`src/rtl/brb_pkg.sv`:
```
package brb_pkg;

  localparam int DEPTH     = 1024;
  localparam int MAX_BURST = 64;
  localparam int ADDR_W    = $clog2(DEPTH);
  localparam int SIZE_W    = ADDR_W + 1;
  localparam int SIZE_RST  = (DEPTH < 1024) ? DEPTH : 1024;

  localparam int OP_W      = 3;
  localparam int DATA_W    = 8;
  localparam int REQ_W     = 7;
  localparam int OFFS_W    = 10;
  localparam int BUFSIZE_W = 11;
  localparam int COUNT_W   = 10;
  localparam int FREE_W    = 11;

  typedef enum logic [OP_W-1:0] {
    OpPush      = 3'd0,
    OpPop       = 3'd1,
    OpFlush     = 3'd2,
    OpCurFirst  = 3'd3,
    OpCurNext   = 3'd4,
    OpCurPeek   = 3'd5,
    OpPopCursor = 3'd6
  } op_e;

  typedef struct packed {
    logic [OP_W-1:0]   op;
    logic [DATA_W-1:0] data_in;
    logic [REQ_W-1:0]  req_count;
    logic [OFFS_W-1:0] cursor_offset;
  } req_t;

  typedef struct packed {
    logic               ok;
    logic [DATA_W-1:0]  data_out;
    logic               data_valid;
    logic               last;
    logic [COUNT_W-1:0] done_count;
    logic [COUNT_W-1:0] fill_count;
    logic [FREE_W-1:0]  free_count;
  } res_t;

  typedef struct packed {
    logic               ok;
    logic [COUNT_W-1:0] done_count;
    logic [COUNT_W-1:0] fill_count;
    logic [FREE_W-1:0]  free_count;
  } meta_t;

  typedef struct packed {
    logic              go;
    logic              single;
    logic [ADDR_W-1:0] src;
    logic [REQ_W-1:0]  count;
    logic [SIZE_W-1:0] size;
    meta_t             meta;
  } cmd_t;

  // Position plus step, wrapped at the size; the sum stays below twice the size.
  function automatic logic [ADDR_W-1:0] adv(input logic [ADDR_W-1:0] pos,
                                            input logic [SIZE_W-1:0] n,
                                            input logic [SIZE_W-1:0] size);
    logic [SIZE_W:0] s;
    s = (SIZE_W+1)'(pos) + (SIZE_W+1)'(n);
    if (s >= (SIZE_W+1)'(size)) begin
      s = s - (SIZE_W+1)'(size);
    end
    return ADDR_W'(s);
  endfunction

  // Distance from one position forward to another, wrapped at the size.
  function automatic logic [ADDR_W-1:0] ring_dist(input logic [ADDR_W-1:0] to,
                                                  input logic [ADDR_W-1:0] from,
                                                  input logic [SIZE_W-1:0] size);
    logic [SIZE_W-1:0] s;
    if (to >= from) begin
      s = SIZE_W'(to) - SIZE_W'(from);
    end else begin
      s = size - SIZE_W'(from) + SIZE_W'(to);
    end
    return ADDR_W'(s);
  endfunction

endpackage

```
`src/rtl/brb_stream.sv`:
```
module brb_stream (
  input  logic                                 clk_i,
  input  logic                                 rst_ni,
  input  brb_pkg::cmd_t                        cmd_i,
  output logic                                 idle_o,
  output logic                                 rd_en_o,
  output logic [brb_pkg::ADDR_W-1:0]           rd_addr_o,
  input  logic [brb_pkg::DATA_W-1:0]           rd_data_i,
  output logic                                 out_valid_o,
  input  logic                                 out_ready_i,
  output brb_pkg::res_t                        out_res_o
);

  logic [brb_pkg::REQ_W-1:0]  rem_q, rem_d;
  logic [brb_pkg::ADDR_W-1:0] addr_q, addr_d;
  brb_pkg::meta_t             meta_q, meta_d;
  logic                       pend_q, pend_d;
  logic                       pend_last_q, pend_last_d;
  logic                       out_valid_q, out_valid_d;
  brb_pkg::res_t              out_res_q, out_res_d;
  logic                       out_free, load, issue;

  assign out_free  = !out_valid_q || out_ready_i;
  assign load      = pend_q && out_free;
  assign issue     = (rem_q != '0) && (!pend_q || load);
  assign idle_o    = (rem_q == '0) && !pend_q && out_free;
  assign rd_en_o   = issue;
  assign rd_addr_o = addr_q;

  always_comb begin
    rem_d       = rem_q;
    addr_d      = addr_q;
    meta_d      = meta_q;
    pend_d      = pend_q;
    pend_last_d = pend_last_q;
    out_valid_d = out_valid_q;
    out_res_d   = out_res_q;

    if (issue) begin
      rem_d       = rem_q - brb_pkg::REQ_W'(1);
      addr_d      = (brb_pkg::SIZE_W'(addr_q) == cmd_i.size - brb_pkg::SIZE_W'(1)) ?
                    '0 : addr_q + brb_pkg::ADDR_W'(1);
      pend_d      = 1'b1;
      pend_last_d = (rem_q == brb_pkg::REQ_W'(1));
    end else if (load) begin
      pend_d = 1'b0;
    end

    if (cmd_i.go) begin
      meta_d = cmd_i.meta;
      if (!cmd_i.single) begin
        rem_d  = cmd_i.count;
        addr_d = cmd_i.src;
      end
    end

    if (cmd_i.go && cmd_i.single) begin
      out_valid_d          = 1'b1;
      out_res_d.ok         = cmd_i.meta.ok;
      out_res_d.data_out   = '0;
      out_res_d.data_valid = 1'b0;
      out_res_d.last       = 1'b1;
      out_res_d.done_count = cmd_i.meta.done_count;
      out_res_d.fill_count = cmd_i.meta.fill_count;
      out_res_d.free_count = cmd_i.meta.free_count;
    end else if (load) begin
      out_valid_d          = 1'b1;
      out_res_d.ok         = meta_q.ok;
      out_res_d.data_out   = rd_data_i;
      out_res_d.data_valid = 1'b1;
      out_res_d.last       = pend_last_q;
      out_res_d.done_count = meta_q.done_count;
      out_res_d.fill_count = meta_q.fill_count;
      out_res_d.free_count = meta_q.free_count;
    end else if (out_ready_i) begin
      out_valid_d = 1'b0;
    end
  end

  always_ff @(posedge clk_i or negedge rst_ni) begin
    if (!rst_ni) begin
      rem_q       <= '0;
      pend_q      <= 1'b0;
      out_valid_q <= 1'b0;
    end else begin
      rem_q       <= rem_d;
      pend_q      <= pend_d;
      out_valid_q <= out_valid_d;
    end
  end

  always_ff @(posedge clk_i) begin
    addr_q      <= addr_d;
    meta_q      <= meta_d;
    pend_last_q <= pend_last_d;
    out_res_q   <= out_res_d;
  end

  assign out_valid_o = out_valid_q;
  assign out_res_o   = out_res_q;

endmodule
```
`config.mk`:
```
export PLATFORM = sky130hd
export DESIGN_NAME = brb_stream
export DESIGN_NICKNAME = d
export VERILOG_FILES = /design/src/rtl/brb_pkg.sv /design/src/rtl/brb_stream.sv
export SDC_FILE = /design/constraint.sdc
export NUM_CORES = 1
export LEC_CHECK = 0
export BUFFER_PORTS_ARGS = -buffer_cell sky130_fd_sc_hd__clkbuf_2
export CELL_PAD_IN_SITES_DETAIL_PLACEMENT = 0
export CELL_PAD_IN_SITES_GLOBAL_PLACEMENT = 1
export CORE_MARGIN = 4
export CORE_UTILIZATION = 39
export CTS_CLUSTER_DIAMETER = 30
export DETAILED_ROUTE_END_ITERATION = 10
export GPL_TIMING_DRIVEN = 0
export PLACE_DENSITY_LB_ADDON = 0.05
export SLEW_MARGIN = 30
export SYNTH_ARGS = -nofsm -noshare
export SYNTH_HDL_FRONTEND = slang
export SYNTH_SLANG_ARGS = --single-unit
```
`constraint.sdc`:
```
create_clock -name clk_i -period 2.5 [get_ports clk_i]
set_clock_uncertainty 0.15 [all_clocks]
set_input_delay 0.375 -clock clk_i [delete_from_list [all_inputs] [get_ports clk_i]]
set_output_delay 0.375 -clock clk_i [all_outputs]
set_load 0.01 [all_outputs]
```
## Word-level counts from Yosys, hierarchy flattened

Cells that the tools add are included.
Widths: inputs -> output; s select.

| operators by class | value |
|---|---|
| reductions and logical operators | 14 |
| shifts and indexed selects | 0 |
| bitwise gates (word level) | 0 |
| add/subtract/negate cells | 3 |
| mux-type cells | 14 |
| eq/ne operators | 2 |
| multiply operators | 0 |
| divide/modulo/power cells | 0 |
| magnitude comparators | 0 |

Operator list:

| operator | number |
|---|---|
| $mux 42 | 2 |
| $mux 10 | 4 |
| $mux 7 | 3 |
| $eq 10x11->1 | 1 |
| $sub 11x1->11 const B | 1 |
| $add 10x1->10 const B | 1 |
| $eq 7x1->1 const B | 1 |
| $logic_not 7->1 | 1 |
| $reduce_bool 7->1 | 1 |
| $sub 7x1->7 const B | 1 |
| $logic_and 1x1->1 | 5 |
| $mux 1 | 5 |
| $reduce_bool 2->1 | 2 |
| $reduce_bool 3->1 | 1 |
| $logic_not 1->1 | 2 |
| $logic_or 1x1->1 | 2 |

| word-level totals | value |
|---|---|
| ROM bits | 0 |
| output and inout bits | 55 |
| latch bits | 0 |
| memories kept | 0 |
| register bits | 94 |
| memory bits (writable) | 0 |
| input port bits | 73 |

## Logic depth before layout (Yosys ltp)

| depth | value |
|---|---|
| word-level depth | 8 |
| gate-level depth with buffers | 10 |

## Worst setup path before layout

OpenSTA, ideal clock, no wires.

| path | value |
|---|---|
| path kind | input-to-reg |
| start | input cmd_i[32] in the netlist's numbering |
| end | register addr_q (netlist bit rd_addr_o[3]) |
| data required time | 2.214 ns |
| arrival | 2.156 ns |
| stages | 10 |
| path slack | 0.057 ns |
| cell sequence | inv_1 ha_1 or4b_1 buf_2 or3_1 o22ai_1 a221o_2 o211ai_4 nor2_8 o31ai_2 |

| on the way | value |
|---|---|
| cells in the longest elaborated chain, start to end | 6 |

Ends and longest elaborated chain:

| element | RTL line | source |
|---|---|---|
| start: declaration | brb_stream.sv:4 | `input brb_pkg::cmd_t cmd_i,` |
| $sub 11x1->11 (*) | brb_stream.sv:41 | `addr_d = (brb_pkg::SIZE_W'(addr_q) == cmd_i.size - brb_pkg::SIZE_W'(1)) ?` |
| $eq 10x11->1 (*) | brb_stream.sv:41 |  |
| $mux 10 (*) | brb_stream.sv:41 |  |
| $mux 10 (*) | brb_stream.sv:39 | `if (issue) begin` |
| $mux 10 | brb_stream.sv:51 | `if (!cmd_i.single) begin` |
| $mux 10 (*) | brb_stream.sv:49 | `if (cmd_i.go) begin` |
| net addr_d, one bit | brb_stream.sv:15 | `logic [brb_pkg::ADDR_W-1:0] addr_q, addr_d;` |
| end signal: assignment | brb_stream.sv:93 | `addr_q <= addr_d;` |
| end: declaration | brb_stream.sv:15 |  |

The timed path passes the listed nets; every way through them passes the cells marked *.
A chain may end at the register's enable or synchronous reset.

## Worst setup path in the final report

| path | value |
|---|---|
| start | input cmd_i[32] in the netlist's numbering |
| end | register addr_q (netlist bit rd_addr_o[4]) |

Same word-level chain as after synthesis.

==> flow_summary.yaml <==
drt:
  wl_um: 9830
  post_drt_via_cell_ratio: 4.87
  drc_errors: 0
  wire_per_inst_um: 14.5
  ant_nets: 0
  dr.pass1.iters: 4
  drtIter0Drc: 178
  vias: 3295
pwr:
  power_density_nw_per_um2: 731
  comb_power_share_pct: 21.9
  cellLeakagePower_nw: 2.21
  power_switching_w: 0.00123
  p_int_w: 0.00265
  total_power_w: 0.00388
  pwr-share-seq_pct: 53.1
  ir_drop_mv: 0.370
  clockPowerShare_pct: 25.0
  swShare_pct: 31.6
logic_synthesis:
  ys.flop_type: "edfxtp_1"
  syn_nets: 470
  synthCells: 393
  ys_warn_count: 0
  synth-seq-cells: 94
  synthArstFlopShare_pct: 9.57
  synth_edf_count: 65
  synth_area_sq_um: 4200
  ys_types: 41
  ys_seq_area_share_pct: 61.4
  syn_area_per_cell_sq_um: 10.7
floorplan:
  coreArea_sq_um: 10400
  ios: 128
  num_rows: 37
  start_util_pct: 40.3
  dieArea_sq_um: 12500
  fp.dieW_um: 112
  die_h_um: 112
grt:
  track_usage_pct: 15.9
  grt.overflow.total: 0
  met1_usage_pct: 21.4
  grt_pass1_vias: 3282
  grt_max_degree: 37
  use_met3_pct: 3.48
  use_met2_pct: 26.2
  grt_pass1_wl_um: 16200
  antenna_found_initial: 0
  busiest_layer: "met2"
sta:
  slew_headroom_pct: 58.2
  hold_violations: 0
  max_freq_mhz: 414
  rsz0062_at_grt: "false"
  slew_viol_final: 0
  setup-tns-final_ps: 0
  layout_min_cycle_time_ps: 2420
  tightest_slew_ps: 628
  fin_crit_sh_pct: 96.6
  setup_viol: 0
  setup_slack_ps: 84.6
cts:
  htreeDepth: 3
  cts_max_path_buffers: 2
  cts.reportedPaths.clkPinSlew_ps: 100
  numCtsBuffers: 9
  cts_root_buf: "clkbuf_8"
  insertion_delay_ps: 350
  clock_sinks: 94
  cts_tree: "yes"
cells_and_area:
  final_cell_mix: "clkbuf_2 (127), nand2_1 (106), edfxtp_1 (65)"
  finalNetCount: 613
  final_cells: 677
  area_growth_pct: 26.4
  final_common_cell: "clkbuf_2"
  drive_gt1_share_pct: 31.6
  fin_util_pct: 50.9
  n_antenna_cell: 0
hold_path:
  hold_class: "input pin to register"
critical_path:
  worst-setup-path-type: "input pin to register"
  worst-endpoint-required_ps: 2570
  cp_max_fo: 7
  end_kind: "register"
  crit_arrival_ps: 2490
  worstSetupStartpointType: "input pin"
place:
  place_hpwl_um: 7290
  placedCellCount: 657
  io_buffer_count: 127
  place_ws_ps: -539
  routabilityCongestion: 0.806
job:
  maxCapViolCount: 0
outcome:
  outcome: "completed"
[Yosys cell counts, types with 6 or more instances]
library cell,instances,area share (%)
o31ai_2,7,2.1
o21ai_0,43,5.1
nand3_1,8,0.95
dfxtp_1,20,9.5
nor2_1,17,1.5
nor3_1,6,0.72
dfrtp_1,9,5.4
edfxtp_1,65,47
inv_1,6,0.54
xor2_1,11,2.3
xnor2_1,13,2.7
a21oi_1,13,1.6
clkbuf_1,17,1.5
nand2_1,108,9.7
[kinds of logic (layout without fill, tap and decap cells)]
group / count (synthesis) / count (layout) / share of synthesized area [%]
compound gates: 73 / 73 / 11.4
xor+xnor: 24 / 24 / 5.01
fa+ha+maj: 4 / 4 / 1.19
buf+inv: 25 / 173 / 2.27
flops: 94 / 94 / 61.4
simple gates: 173 / 173 / 18.8
[flip-flops by register name, summed over array words and instances, names as in the netlist]
name / cells
rd_addr_o: 10
meta_q: 32
out_valid_o: 1
out_res_o: 42
pend_q: 1
rem_q: 7
pend_last_q: 1
[critical path: stages]
cell      delay (ps)
clkbuf_2         130
inv_1             70
ha_2             190
or4b_4           460
buf_6            150
or3_1            360
o22ai_2          140
a221o_2          190
o211ai_4         120
nor2_8           220
o31ai_2           80
[area by class of cell]
class                           instances  area (sq um)
Buffer                                 18          76.3
Clock buffer                            9           124
Clock inverter                          7          66.3
Fill cell                            1009          5110
Inverter                                7          27.5
Multi-Input combinational cell        274          1570
Sequential cell                        94          2580
Tap cell                              136           170
Timing Repair Buffer                  132           698
[metrics by stage]
step / cell area, sq um / hold WS (ps)
4_1_cts: 5250 / 35.2
5_1_grt: 5310 / 25.4
2_1_floorplan: 4200 / -70.6
3_5_place_dp: 5030 / 96.8
3_3_place_gp: 5000 / 97.7
6_report: 5310 / 54.3
[power groups by stage]
stage               logic (W)  clock network (W)  registers, W
floorplan            0.000455                  0       0.00212
global placement     0.000816                  0       0.00209
detailed placement   0.000837                  0       0.00209
CTS                  0.000849            0.00102       0.00206
global route         0.000954            0.00108       0.00209
finish               0.000849           0.000971       0.00206
[repair_timing]
item                                    CTS  global route
gates cloned                              0             0
buffers inserted                          0             3
gates resized for setup                   5            10
hold buffers                              1             0
pin swaps                                 0             3
endpoints found under the hold margin     9             0
endpoints found under the setup margin   21            25
[metal layers]
metal / share of wire [%] / wire length (um)
met1: 45 / 4470
met2: 48 / 4700
met3: 5.6 / 546
met4: 1.2 / 114
met5: 0 / 0
[worst paths after layout]
check / startpoint / endpoint / slack, ps / cells after the start
max in group asynchronous: rst_ni / pend_q / 1770 / 2
min in group asynchronous: rst_ni / out_valid_o / 250 / 2
hold reg to reg: out_res_o[33] / out_res_o[33] / 310 / 2
setup reg to reg: rd_addr_o[3] / rd_addr_o[4] / 160 / 7
setup / recovery: cmd_i[32] / rd_addr_o[4] / 80 / 11
hold / removal: cmd_i[9] / meta_q[9] / 50 / 1
(Power assumes the default switching activity.)
